===== config.mk =====
export PLATFORM = sky130hd
export DESIGN_NAME = ethernet_frame_builder_fcs_top
export DESIGN_NICKNAME = d
export VERILOG_FILES = /design/src/hw/rtl/efb_pkg.sv /design/src/hw/rtl/efb_useq.sv /design/src/hw/rtl/efb_dpath.sv /design/src/hw/rtl/ethernet_frame_builder_fcs_top.sv
export SDC_FILE = /design/constraint.sdc
export NUM_CORES = 1
export LEC_CHECK = 0
export ABC_AREA = 1
export CAP_MARGIN = 25
export CORE_MARGIN = 3
export CORE_UTILIZATION = 26
export CTS_BUF_LIST = sky130_fd_sc_hd__clkbuf_4 sky130_fd_sc_hd__clkbuf_8
export DETAILED_ROUTE_END_ITERATION = 6
export DONT_BUFFER_PORTS = 1
export GPL_ROUTABILITY_DRIVEN = 0
export PLACE_DENSITY = 0.47
export SKIP_LAST_GASP = 1
export SLEW_MARGIN = 20
export SYNTH_ARGS = -nofsm -noshare
export SYNTH_HDL_FRONTEND = slang
export SYNTH_SLANG_ARGS = --single-unit
export TNS_END_PERCENT = 30

===== constraint.sdc =====
create_clock -name clk_i -period 3.8 [get_ports clk_i]
set_input_delay 0.76 -clock clk_i [delete_from_list [all_inputs] [get_ports clk_i]]
set_output_delay 0.76 -clock clk_i [all_outputs]
set_load 0.005 [all_outputs]

===== src/hw/rtl/efb_pkg.sv =====
// ----------------------------------------------------------------------------
// efb_pkg: shared types and constants of the Ethernet frame builder
// Beat types, configuration indexes, microcode word and control/status
// bundles passed between the sequencer and the datapath.
// ----------------------------------------------------------------------------
package efb_pkg;

  localparam int unsigned MAX_PAYLOAD = 1500;
  localparam int unsigned MIN_PAYLOAD = 46;
  localparam int unsigned CNT_W       = 11;
  localparam int unsigned MAC_W       = 48;
  localparam int unsigned ETYPE_W     = 16;
  localparam int unsigned CFG_IDX_W   = 2;
  localparam int unsigned HDR_BYTES   = 14;
  localparam int unsigned PC_W        = 5;
  localparam int unsigned IDX_W       = 4;

  localparam logic [31:0] CRC_POLY = 32'h04C11DB7;
  localparam logic [31:0] CRC_INIT = 32'hFFFFFFFF;

  // register indexes of the configuration port
  localparam logic [CFG_IDX_W-1:0] CFG_DEST_MAC   = 2'd0;
  localparam logic [CFG_IDX_W-1:0] CFG_SRC_MAC    = 2'd1;
  localparam logic [CFG_IDX_W-1:0] CFG_ETHER_TYPE = 2'd2;

  typedef struct packed {
    logic [7:0] payload_byte;
    logic       last_byte;
  } frame_in_t;

  typedef struct packed {
    logic [7:0] frame_byte;
    logic       frame_end;
  } frame_out_t;

  // byte source of a step
  typedef enum logic [2:0] {
    SRC_NONE,
    SRC_HDR,
    SRC_DATA,
    SRC_ZERO,
    SRC_FCS
  } src_e;

  // condition that gates emit, count and loop
  typedef enum logic [1:0] {
    COND_ALWAYS,
    COND_LT_MAX,
    COND_LT_MIN
  } cond_e;

  typedef enum logic [2:0] {
    JMP_NEXT,
    JMP_GOTO,
    JMP_IF_FRAME,
    JMP_IF_NOT_LAST,
    JMP_IF_COND
  } jmp_e;

  typedef struct packed {
    logic            accept;
    src_e            src;
    logic [IDX_W-1:0] idx;
    cond_e           cond;
    logic            cnt_inc;
    logic            crc_en;
    logic            set_frame;
    logic            frame_end;
    logic            clear;
    jmp_e            jmp;
    logic [PC_W-1:0] target;
  } uword_t;

  typedef struct packed {
    uword_t uw;
    logic   go;
  } ctrl_t;

  typedef struct packed {
    logic in_frame;
    logic last;
    logic cond_ok;
    logic out_ready;
  } status_t;

  function automatic logic [31:0] bit_rev32(logic [31:0] v);
    logic [31:0] r;
    for (int i = 0; i < 32; i++) begin
      r[i] = v[31-i];
    end
    return r;
  endfunction

  localparam logic [31:0] CRC_POLY_REFL = bit_rev32(CRC_POLY);

endpackage


===== src/hw/rtl/efb_useq.sv =====
// ----------------------------------------------------------------------------
// efb_useq: microcode sequencer
// Step counter over a small control store; one control word per step,
// conditional jumps on frame state, last flag and datapath condition.
// ----------------------------------------------------------------------------
module efb_useq
  import efb_pkg::*;
(
  input  logic    clk_i,
  input  logic    rst_ni,
  input  logic    in_valid_i,
  output logic    in_stall_o,
  input  status_t status_i,
  output ctrl_t   ctrl_o
);

  localparam logic [PC_W-1:0] PC_WAIT     = 5'd0;
  localparam logic [PC_W-1:0] PC_HDR0     = 5'd1;
  localparam logic [PC_W-1:0] PC_HDR_LAST = 5'd14;
  localparam logic [PC_W-1:0] PC_PAY      = 5'd15;
  localparam logic [PC_W-1:0] PC_PAD      = 5'd16;
  localparam logic [PC_W-1:0] PC_FCS0     = 5'd17;
  localparam logic [PC_W-1:0] PC_FCS_LAST = 5'd20;

  function automatic uword_t rom_word(logic [PC_W-1:0] pc);
    uword_t w;
    w = '0;
    priority if (pc == PC_WAIT) begin
      w.accept = 1'b1;
      w.jmp    = JMP_IF_FRAME;
      w.target = PC_PAY;
    end else if (pc >= PC_HDR0 && pc <= PC_HDR_LAST) begin
      w.src       = SRC_HDR;
      w.idx       = IDX_W'(pc - PC_HDR0);
      w.crc_en    = 1'b1;
      w.set_frame = (pc == PC_HDR_LAST);
    end else if (pc == PC_PAY) begin
      w.src     = SRC_DATA;
      w.cond    = COND_LT_MAX;
      w.cnt_inc = 1'b1;
      w.crc_en  = 1'b1;
      w.jmp     = JMP_IF_NOT_LAST;
      w.target  = PC_WAIT;
    end else if (pc == PC_PAD) begin
      w.src     = SRC_ZERO;
      w.cond    = COND_LT_MIN;
      w.cnt_inc = 1'b1;
      w.crc_en  = 1'b1;
      w.jmp     = JMP_IF_COND;
      w.target  = PC_PAD;
    end else if (pc >= PC_FCS0 && pc <= PC_FCS_LAST) begin
      w.src       = SRC_FCS;
      w.idx       = IDX_W'(pc - PC_FCS0);
      w.frame_end = (pc == PC_FCS_LAST);
      w.clear     = (pc == PC_FCS_LAST);
      w.jmp       = (pc == PC_FCS_LAST) ? JMP_GOTO : JMP_NEXT;
      w.target    = PC_WAIT;
    end else begin
      w.jmp    = JMP_GOTO;
      w.target = PC_WAIT;
    end
    return w;
  endfunction

  logic [PC_W-1:0] pc_q, pc_d;
  uword_t          uw;
  logic            go;
  logic            taken;

  assign uw = rom_word(pc_q);

  always_comb begin
    priority if (uw.accept) begin
      go = in_valid_i;
    end else if (uw.src != SRC_NONE && status_i.cond_ok) begin
      go = status_i.out_ready;
    end else begin
      go = 1'b1;
    end
  end

  always_comb begin
    unique case (uw.jmp)
      JMP_NEXT:        taken = 1'b0;
      JMP_GOTO:        taken = 1'b1;
      JMP_IF_FRAME:    taken = status_i.in_frame;
      JMP_IF_NOT_LAST: taken = !status_i.last;
      JMP_IF_COND:     taken = status_i.cond_ok;
      default:         taken = 1'b1;
    endcase
  end

  always_comb begin
    pc_d = pc_q;
    if (go) begin
      pc_d = taken ? uw.target : pc_q + 1'b1;
    end
  end

  always_ff @(posedge clk_i or negedge rst_ni) begin
    if (!rst_ni) begin
      pc_q <= PC_WAIT;
    end else begin
      pc_q <= pc_d;
    end
  end

  assign in_stall_o = !uw.accept;
  assign ctrl_o     = '{uw: uw, go: go};

`ifndef ASSERT_OFF
  a_pc_range: assert property (@(posedge clk_i) disable iff (!rst_ni)
    pc_q <= PC_FCS_LAST)
    else $error("sequencer step out of program");

  a_resume_payload: assert property (@(posedge clk_i) disable iff (!rst_ni)
    (pc_q == PC_WAIT && in_valid_i && status_i.in_frame) |=> pc_q == PC_PAY)
    else $error("mid-frame beat did not go to payload step");

  a_end_to_wait: assert property (@(posedge clk_i) disable iff (!rst_ni)
    (go && uw.frame_end) |=> pc_q == PC_WAIT)
    else $error("frame end did not return to wait step");
`endif

endmodule


===== src/hw/rtl/efb_dpath.sv =====
// ----------------------------------------------------------------------------
// efb_dpath: frame builder datapath
// Config registers, input latch, byte mux, CRC-32 register, payload
// counter and the output register.
// ----------------------------------------------------------------------------
module efb_dpath
  import efb_pkg::*;
(
  input  logic                 clk_i,
  input  logic                 rst_ni,
  input  logic                 cfg_we_i,
  input  logic [CFG_IDX_W-1:0] cfg_idx_i,
  input  logic [MAC_W-1:0]     cfg_wdata_i,
  input  frame_in_t            in_data_i,
  input  logic                 out_stall_i,
  output logic                 out_valid_o,
  output frame_out_t           out_data_o,
  input  ctrl_t                ctrl_i,
  output status_t              status_o
);

  // one byte into the reflected CRC, lsb first
  function automatic logic [31:0] crc_byte(logic [31:0] c, logic [7:0] b);
    logic [31:0] r;
    r = c ^ {24'd0, b};
    for (int k = 0; k < 8; k++) begin
      r = r[0] ? ((r >> 1) ^ CRC_POLY_REFL) : (r >> 1);
    end
    return r;
  endfunction

  logic [MAC_W-1:0]   dest_q, src_q;
  logic [ETYPE_W-1:0] etype_q;
  frame_in_t          in_q;
  logic [31:0]        crc_q, crc_d;
  logic [CNT_W-1:0]   cnt_q, cnt_d;
  logic               in_frame_q, in_frame_d;
  logic               out_valid_q, out_valid_d;
  frame_out_t         out_q, out_d;

  uword_t                        uw;
  logic                          cond_ok, emit, accept, out_ready;
  logic [8*HDR_BYTES-1:0]        hdr_sh;
  logic [31:0]                   fcs_sh;
  logic [7:0]                    byte_sel;

  assign uw        = ctrl_i.uw;
  assign out_ready = !out_valid_q || !out_stall_i;

  always_comb begin
    unique case (uw.cond)
      COND_ALWAYS: cond_ok = 1'b1;
      COND_LT_MAX: cond_ok = cnt_q < CNT_W'(MAX_PAYLOAD);
      COND_LT_MIN: cond_ok = cnt_q < CNT_W'(MIN_PAYLOAD);
      default:     cond_ok = 1'b0;
    endcase
  end

  assign emit   = ctrl_i.go && uw.src != SRC_NONE && cond_ok;
  assign accept = ctrl_i.go && uw.accept;

  assign hdr_sh = {dest_q, src_q, etype_q} << {uw.idx, 3'b000};
  assign fcs_sh = ~crc_q >> {uw.idx[1:0], 3'b000};

  always_comb begin
    unique case (uw.src)
      SRC_HDR:  byte_sel = hdr_sh[8*HDR_BYTES-1 -: 8];
      SRC_DATA: byte_sel = in_q.payload_byte;
      SRC_FCS:  byte_sel = fcs_sh[7:0];
      default:  byte_sel = 8'd0;
    endcase
  end

  always_comb begin
    crc_d       = crc_q;
    cnt_d       = cnt_q;
    in_frame_d  = in_frame_q;
    out_valid_d = out_valid_q;
    out_d       = out_q;
    if (!out_stall_i) begin
      out_valid_d = 1'b0;
    end
    if (emit) begin
      out_valid_d = 1'b1;
      out_d       = '{frame_byte: byte_sel, frame_end: uw.frame_end};
      if (uw.crc_en) begin
        crc_d = crc_byte(crc_q, byte_sel);
      end
      if (uw.cnt_inc) begin
        cnt_d = cnt_q + 1'b1;
      end
    end
    if (ctrl_i.go && uw.set_frame) begin
      in_frame_d = 1'b1;
    end
    // close the frame: back to reset values
    if (ctrl_i.go && uw.clear) begin
      crc_d      = CRC_INIT;
      cnt_d      = '0;
      in_frame_d = 1'b0;
    end
  end

  always_ff @(posedge clk_i or negedge rst_ni) begin
    if (!rst_ni) begin
      dest_q      <= '0;
      src_q       <= '0;
      etype_q     <= '0;
      crc_q       <= CRC_INIT;
      cnt_q       <= '0;
      in_frame_q  <= 1'b0;
      out_valid_q <= 1'b0;
    end else begin
      crc_q       <= crc_d;
      cnt_q       <= cnt_d;
      in_frame_q  <= in_frame_d;
      out_valid_q <= out_valid_d;
      if (cfg_we_i) begin
        unique case (cfg_idx_i)
          CFG_DEST_MAC:   dest_q  <= cfg_wdata_i;
          CFG_SRC_MAC:    src_q   <= cfg_wdata_i;
          CFG_ETHER_TYPE: etype_q <= cfg_wdata_i[ETYPE_W-1:0];
          default: ;
        endcase
      end
    end
  end

  always_ff @(posedge clk_i) begin
    out_q <= out_d;
    if (accept) begin
      in_q <= in_data_i;
    end
  end

  assign out_valid_o = out_valid_q;
  assign out_data_o  = out_q;
  assign status_o    = '{in_frame: in_frame_q, last: in_q.last_byte,
                         cond_ok: cond_ok, out_ready: out_ready};

`ifndef ASSERT_OFF
  a_cnt_bound: assert property (@(posedge clk_i) disable iff (!rst_ni)
    cnt_q <= CNT_W'(MAX_PAYLOAD))
    else $error("payload count above maximum");

  a_idle_cnt_zero: assert property (@(posedge clk_i) disable iff (!rst_ni)
    !in_frame_q |-> cnt_q == '0)
    else $error("payload counted outside a frame");

  a_clear_state: assert property (@(posedge clk_i) disable iff (!rst_ni)
    (ctrl_i.go && uw.clear) |=> (crc_q == CRC_INIT && cnt_q == '0 && !in_frame_q))
    else $error("frame state not cleared after FCS");

  a_end_beat: assert property (@(posedge clk_i) disable iff (!rst_ni)
    (emit && uw.frame_end) |=> (out_valid_q && out_q.frame_end))
    else $error("last FCS byte not marked as frame end");
`endif

endmodule


===== src/hw/rtl/ethernet_frame_builder_fcs_top.sv =====
// ----------------------------------------------------------------------------
// ethernet_frame_builder_fcs_top: Ethernet frame builder with CRC-32 FCS
// Turns a stream of payload bytes into complete frames in wire order.
// ----------------------------------------------------------------------------
// Usage:
//   Input channel (in_valid_i / in_stall_o / in_data_i) carries one payload
//   byte per beat, with last_byte on the final byte of a frame. The first
//   beat of a frame emits the 14-byte header (dest MAC, src MAC, ethertype,
//   all high byte first) from the config registers, then the byte itself.
//   Bytes past 1500 are dropped. The last beat adds zero padding up to 46
//   payload bytes and the 4-byte FCS, lsb first; frame_end marks its last
//   byte. Output channel (out_valid_o / out_stall_i / out_data_o) moves one
//   frame byte per beat out of a single output register.
//   Sequencing: a beat is taken in the sequencer's wait step; each produced
//   byte is a step of the step counter, and the pad step ends with a step
//   that emits no byte, for its exit test. The byte of each step is
//   registered in the output register, which the first byte reaches once
//   the sequencer has left the wait step. A stalled receiver holds the
//   output register and freezes the sequencer on its next byte step.
//   Reset clears config registers to zero, the CRC to all ones, the count
//   and the frame flag; the block accepts beats right after reset.
// ----------------------------------------------------------------------------
module ethernet_frame_builder_fcs_top
  import efb_pkg::*;
(
  input  logic                 clk_i,
  input  logic                 rst_ni,
  input  logic                 cfg_we_i,
  input  logic [CFG_IDX_W-1:0] cfg_idx_i,
  input  logic [MAC_W-1:0]     cfg_wdata_i,
  input  logic                 in_valid_i,
  output logic                 in_stall_o,
  input  frame_in_t            in_data_i,
  output logic                 out_valid_o,
  input  logic                 out_stall_i,
  output frame_out_t           out_data_o
);

  ctrl_t   ctrl;
  status_t status;

  efb_useq u_useq (
    .clk_i      (clk_i),
    .rst_ni     (rst_ni),
    .in_valid_i (in_valid_i),
    .in_stall_o (in_stall_o),
    .status_i   (status),
    .ctrl_o     (ctrl)
  );

  efb_dpath u_dpath (
    .clk_i       (clk_i),
    .rst_ni      (rst_ni),
    .cfg_we_i    (cfg_we_i),
    .cfg_idx_i   (cfg_idx_i),
    .cfg_wdata_i (cfg_wdata_i),
    .in_data_i   (in_data_i),
    .out_stall_i (out_stall_i),
    .out_valid_o (out_valid_o),
    .out_data_o  (out_data_o),
    .ctrl_i      (ctrl),
    .status_o    (status)
  );

endmodule


Word-level counts from Yosys, hierarchy flattened

Index checks and enable logic that the tools add are counted.

Add/sub/neg operators: 4
$lt $le $gt $ge: 6
Eq/ne operators: 15
Shift-type cells: 2
Multiplexer cells: 46
Bitwise logic cells: 11
Reduce and logical (&&, ||, !) cells: 28

Operators with widths:

| operator                                             | count |
|---|---|
| 2-to-1 mux 32 bit                                    | 11 |
| NOT 13 -> 14 bit                                     | 8 |
| left shift 112 x 7 -> 112 bit                        | 1 |
| 2-to-1 mux 11 bit                                    | 3 |
| 2-to-1 mux 8 bit                                     | 4 |
| NOT 32 bit                                           | 1 |
| >> shifter 32 x 5 -> 8 bit                           | 1 |
| bitwise XOR 32 x 8 -> 32 bit                         | 1 |
| case mux 8 bit (3 select lines)                      | 1 |
| 2-to-1 mux 4 bit                                     | 4 |
| 2-to-1 mux 14 bit                                    | 1 |
| 2-to-1 mux 7 bit                                     | 2 |
| adder 11 x 1 -> 11 bit (second input constant)       | 1 |
| < comparator 11 bit (second input constant)          | 1 |
| < comparator 11 x 6 -> 1 bit (second input constant) | 1 |
| == test 5 x 4 -> 1 bit (second input constant)       | 2 |
| == test 5 bit (second input constant)                | 2 |
| 2-to-1 mux 1 bit                                     | 10 |
| 2-to-1 mux 10 bit                                    | 1 |
| AND reduction 2 bit                                  | 5 |
| == test 3 x 2 -> 1 bit (second input constant)       | 3 |
| 2-to-1 mux 3 bit                                     | 3 |
| logical AND 1 bit                                    | 8 |
| nonzero test 2 bit                                   | 4 |
| 23 further kinds                                     | 33 |

Flip-flop bits (word level): 180
Input bits: 64
Output and inout bits: 11
Logic and storage cells: 124

Logic depth before layout (Yosys ltp)

Depth in word-level cells: 29
Mapped depth: 30
Mapped depth without buffers: 29

Hierarchy

From an unflattened synthesis, not the netlist that was laid out.

Cell total of the unflattened synthesis: 1,383
Area, all modules: 10,513.8 µm²

By module, submodules not included:

| module    | times used | cells an instance | area each (µm²) | sequential area each (µm²) |
|---|---|---|---|---|
| efb_dpath | 1          | 1,270             | 9,746.8         | 4,509.3 |
| efb_useq  | 1          | 113               | 767.0           | 125.1 |

Worst setup path before layout

OpenSTA, ideal clock, no wires.

Kind: reg2reg
Start: register u_useq.pc_q[0]
End: register u_dpath.cnt_q[9]
Setup time: 0.119 ns
Data arrival time: 3.200 ns
Data required time: 3.681 ns
Slack: 0.481 ns
Cell stages (with the launch flop): 17
Path buffers: 0
Clock period less this slack: 3.319 ns
Cells stage by stage: dfrtp_1 -> ha_1 -> nand2_1 -> nor2_1 -> ha_1 -> inv_1 -> nand3_2 -> nor2_1 -> o221ai_1 -> nor2_1 -> nand2_1 -> nand2_1 -> nand3_1 -> nor4_1 -> nand3_1 -> nand2_1 -> nor2_1

Longest elaborated chain between the ends: 15
Elaborated cells on any way between the ends: 38
Classes of those cells: order compare (4); eq/ne (5); mux (17); reduce/logical (12)

Ends and longest elaborated chain:

| item                                                       | line                            | RTL |
|---|---|---|
| from (decl)                                                | efb_useq.sv:65                  | `logic [PC_W-1:0] pc_q, pc_d;` |
| from (signal assigned)                                     | efb_useq.sv:104                 | `pc_q <= pc_d;` |
| >= comparator 5 bit or <= comparator 5 bit (tied branches) | efb_useq.sv:51                  | `end else if (pc >= PC_FCS0 && pc <= PC_FCS_LAST) begin` |
| logical AND 1 bit                                          | efb_useq.sv:51                  |  |
| 2-to-1 mux 7 bit                                           | efb_useq.sv:51                  |  |
| 2-to-1 mux 3 bit                                           | efb_useq.sv:44                  | `end else if (pc == PC_PAD) begin` |
| 2-to-1 mux 3 bit                                           | efb_useq.sv:37                  | `end else if (pc == PC_PAY) begin` |
| 2-to-1 mux 7 bit                                           | efb_useq.sv:32                  | `end else if (pc >= PC_HDR0 && pc <= PC_HDR_LAST) begin` |
| 2-to-1 mux 14 bit                                          | efb_useq.sv:28                  | `priority if (pc == PC_WAIT) begin` |
| nonzero test 3 bit                                         | efb_useq.sv:75, efb_dpath.sv:59 |  |
| logical AND 1 bit                                          | efb_useq.sv:75                  | `end else if (uw.src != SRC_NONE && status_i.cond_ok) begin` |
| 2-to-1 mux 1 bit                                           | efb_useq.sv:75                  |  |
| 2-to-1 mux 1 bit                                           | efb_useq.sv:73                  | `priority if (uw.accept) begin` |
| logical AND 1 bit                                          | efb_dpath.sv:59                 | `assign emit = ctrl_i.go && uw.src != SRC_NONE && cond_ok;` |
| logical AND 1 bit (*)                                      | efb_dpath.sv:59                 |  |
| via u_dpath.emit                                           | efb_dpath.sv:42                 | `logic cond_ok, emit, accept, out_ready;` |
| nonzero test 2 bit (no source line) (*)                    | --                              |  |
| AND reduction 2 bit (no source line) (*)                   | --                              |  |
| to (signal assigned)                                       | efb_dpath.sv:115                | `cnt_q <= cnt_d;` |
| to (decl)                                                  | efb_dpath.sv:36                 | `logic [CNT_W-1:0] cnt_q, cnt_d;` |

The timed path passes the listed nets; every way through them passes the cells marked *.
A chain may end at the register's enable or synchronous reset.

Worst setup path in the final report

Start: register u_useq.pc_q[0]
End: register u_dpath.crc_q[29]

Longest elaborated chain between the ends: 23
Elaborated cells on any way between the ends: 64
Classes of those cells: add/sub (2); order compare (4); eq/ne (8); shift (2); mux (31); bitwise (5); reduce/logical (12)

Ends and longest elaborated chain:

| item                                                        | line             | RTL |
|---|---|---|
| >= comparator 5 bit or <= comparator 5 bit (tied branches)  | efb_useq.sv:51   |  |
| logical AND 1 bit                                           | efb_useq.sv:51   |  |
| 2-to-1 mux 7 bit                                            | efb_useq.sv:51   |  |
| 2-to-1 mux 4 bit or 2-to-1 mux 3 bit (tied branches)        | efb_useq.sv:44   |  |
| 2-to-1 mux 4 bit or 2-to-1 mux 3 bit (tied branches)        | efb_useq.sv:37   |  |
| 2-to-1 mux 7 bit                                            | efb_useq.sv:32   |  |
| 2-to-1 mux 14 bit (*)                                       | efb_useq.sv:28   |  |
| left shift 112 x 7 -> 112 bit, or another cell as far along | efb_dpath.sv:62  | `assign hdr_sh = {dest_q, src_q, etype_q} << {uw.idx, 3'b000};` |
| [1 not listed]                                              | --               |  |
| via u_dpath.byte_sel[6]                                     | efb_dpath.sv:45  | `logic [7:0] byte_sel;` |
| bitwise XOR 32 x 8 -> 32 bit (*)                            | efb_dpath.sv:25  | `r = c ^ {24'd0, b};` |
| NOT 13 -> 14 bit (no source line)                           | --               |  |
| 2-to-1 mux 32 bit (*) (7 in series)                         | efb_dpath.sv:27  | `r = r[0] ? ((r >> 1) ^ CRC_POLY_REFL) : (r >> 1);` |
| NOT 13 -> 14 bit (no source line)                           | --               |  |
| 2-to-1 mux 32 bit (*)                                       | efb_dpath.sv:27  |  |
| 2-to-1 mux 32 bit (*)                                       | efb_dpath.sv:86  | `if (uw.crc_en) begin` |
| 2-to-1 mux 32 bit (*)                                       | efb_dpath.sv:83  | `if (emit) begin` |
| 2-to-1 mux 32 bit (*)                                       | efb_dpath.sv:97  | `if (ctrl_i.go && uw.clear) begin` |
| to (signal assigned)                                        | efb_dpath.sv:114 | `crc_q <= crc_d;` |
| to (decl)                                                   | efb_dpath.sv:35  | `logic [31:0] crc_q, crc_d;` |

The timed path passes the listed nets; every way through them passes the cells marked *. The select of a mux whose other input is x is not followed.

==> results.toml <==
[setup_path]
cp_max_fo = 15
end_kind = "flip-flop"
crit_top_cell = "nand2_1"
crit_required_ns = 4.23
cp.arrival_ns = 4.01
path_buf_inv = 5
critPathTopFamily = "simple AND/OR/NAND/NOR gates"
critPathLaunchType = "flip-flop"
path_class = "flip-flop to flip-flop"
critical-path-max-stage-delay_ns = 0.40
cpMaxStageDelayCell = "dfrtp_1"

[logic_synthesis]
yosys_warnings = 0
syn_area_um2 = 9820
synth.distinct_cells = 40
synth_seq_cells = 180
ys.flop_type = "dfrtp_1"
ys_async_sr_fraction = 0.900
synth-edff-count = 18
netlist_instances = 1293
postSynthNetCount = 1362
ys_seq_area_frac = 0.472
avgSynthCellArea_um2 = 7.59

[timing]
period_share = 0.940
period_needed_ns = 3.57
clock.fmax_ghz = 0.280
whs_ns = 0.101
rsz0062_at_grt = "true"
slew-limit-headroom = 0.505
hold_viol_final = 0
tightest_slew_ns = 0.740
maxSlewViolCount = 0
finalSetupViolations = 0
skew_ns = 0.0173

[finish]
finish.utilization = 0.309
final_common_cell = "nand2_1"
antenna_cells = 0
drive_above_1_share = 0.158
final_nets = 1380
final_cell_mix = "nand2_1 (384), nand3_1 (161), o21ai_0 (153), dfrtp_1 (130), inv_1 (117)"
areaGrowthSynthToFinish_pct = 15.9

[route]
drt-pass1-iter-count = 5
viasPerCell = 4.70
detail-route-antenna-nets = 0
vias = 8591
wirelength_um = 31200
wl_per_cell_um = 17.1
drtIter0Drc = 612
drcViolationCount = 0

[global_route]
antenna_found_initial = 0
grt_max_degree = 131
grt_usage = 0.155
grt_pass1_vias = 8455
gr-total-overflow = 0
grt_first_pass_wirelength_um = 48700

[die]
core_area_um2 = 36900
rows = 70
die_h_um = 200
dieArea_um2 = 40100
num_io_pins = 75
initial_core_util = 0.266
dieWidth_um = 200

[clock_tree]
clock-sinks = 180
clk_pin_slew_worst_paths_ns = 0.10
clock_latency_ns = 0.50
cts_max_path_buffers = 2
cts_buffers = 17
ctsRootBufferMaster = "clkbuf_8"
cts_tree = "built"
h-tree-depth = 4

[hold_path]
holdCritPathClass = "input port to asynchronous set/reset pin"

[place]
dp_hpwl_um = 21700
numPortBuffers = 0

[job]
maxCapViolCount = 0

[run_status]
outcome = "finished clean"
## worst register-to-register path, stage by stage, from the launching register on
cell,delay (ns)
dfrtp_1,0.40
ha_1,0.22
nand2_1,0.07
nor2_1,0.04
ha_1,0.21
inv_2,0.09
nand3_2,0.10
o21ai_4,0.16
buf_6,0.15
nand2_4,0.12
buf_12,0.19
buf_4,0.16
nand2_1,0.07
nand3_1,0.13
nand3_1,0.12
nand3_1,0.12
nand3_2,0.16
nand2_1,0.12
nand2_1,0.09
nand2_2,0.09
nand2_1,0.10
nand2_2,0.09
nand2_1,0.13
nand2_4,0.09
nand2_1,0.07
nand3_1,0.08
o21ai_1,0.09
inv_1,0.05
## registers in the layout, summed over array words and instances, names as in the netlist
name	count
u_dpath.dest_q	48
u_dpath.src_q	48
u_dpath.crc_q	32
u_dpath.etype_q	16
u_dpath.cnt_q	11
u_dpath.out_data_o	9
u_dpath.in_q	8
u_useq.pc_q	5
u_dpath.in_frame_q	1
u_dpath.out_valid_o	1
u_dpath.status_o	1
## cells by family (layout without fill, tap and decap cells)
group,Yosys count,count (layout),synth area share
AO/OA/AOI/OAI,234,234,0.126
AND/OR/NAND/NOR,654,654,0.289
buffers and inverters,194,225,0.0822
XOR/XNOR,26,26,0.0240
flip-flops,180,180,0.472
adder cells (fa/ha/maj),5,5,0.00637
## stage by stage
step                worst slack (ns)     TNS, ns  instances  area, um^2
floorplan                      0.481           0       1293        9820
global placement             -0.0763      -0.280       1783       10600
detailed placement            -0.105      -0.431       1783       10600
CTS                       -0.0000191  -0.0000191       1817       11100
global route                 -0.0683      -0.111       1828       11400
finish                         0.226           0       1828       11400
## metal layers
| layer | part of all wire | GRT usage | vias up |
|---|---|---|---|
| li1 | - | - | 4255 |
| met1 | 0.48 | 0.218 | 4112 |
| met2 | 0.46 | 0.246 | 201 |
| met3 | 0.048 | 0.0306 | 23 |
| met4 | 0.0096 | 0.0349 | 0 |
| met5 | 0 | 0 | - |
## worst paths after layout
path	start	to	slack, ns	depth (start not counted)
worst max-delay path	u_useq.pc_q[0]	u_dpath.crc_q[29]	0.23	27
worst min-delay path	rst_ni	u_dpath.crc_q[7]	0.10	0
worst max register to register	u_useq.pc_q[0]	u_dpath.crc_q[29]	0.23	27
worst min register to register	u_dpath.dest_q[7]	u_dpath.dest_q[7]	0.49	2
max in group asynchronous	rst_ni	u_dpath.dest_q[29]	3.02	1
min in group clk_i	in_data_i[1]	u_dpath.in_q[1]	0.36	0
## what timing repair did
action                                 in CTS  in global routing
endpoints found under the hold margin     130                  0
pin swaps                                   0                  7
resized for setup                           5                 40
setup endpoints to repair                  10                 29
buffers inserted                            0                  5
cloned                                      1                  4
hold buffers                                1                  0
## cell type report
cell class | count | area, um^2
Fill cell | 3990 | 25500
Sequential cell | 180 | 4630
Multi-Input combinational cell | 919 | 4570
Timing Repair Buffer | 56 | 649
Tap cell | 504 | 631
Inverter | 137 | 517
Clock buffer | 18 | 241
Clock inverter | 14 | 145
## synthesized netlist by cell type (3+ instances only)
master	count	area [um^2]
a21oi_1	38	190
nor2_2	5	31.3
clkbuf_1	32	120
nand2_4	3	33.8
o22ai_1	3	18.8
nand3_1	166	831
xor2_1	24	210
nand3b_1	6	45.0
nand4_1	3	18.8
buf_6	5	56.3
ha_1	5	62.6
o21ai_0	153	766
edfxtp_1	18	541
a22oi_1	5	37.5
o21ai_1	18	90.1
nand2_1	401	1510
dfrtp_1	130	3250
dfstp_2	32	841
a211oi_1	3	22.5
nand3_2	3	30.0
nor3_1	7	35.0
inv_1	119	447
buf_2	12	60.1
nand2_2	22	138
nor2_1	32	120
inv_2	18	67.6
o211ai_1	9	67.6
buf_4	7	52.6
Power is not shown: default switching activity piles up to over one toggle a cycle in this logic, so the estimate is an artifact.
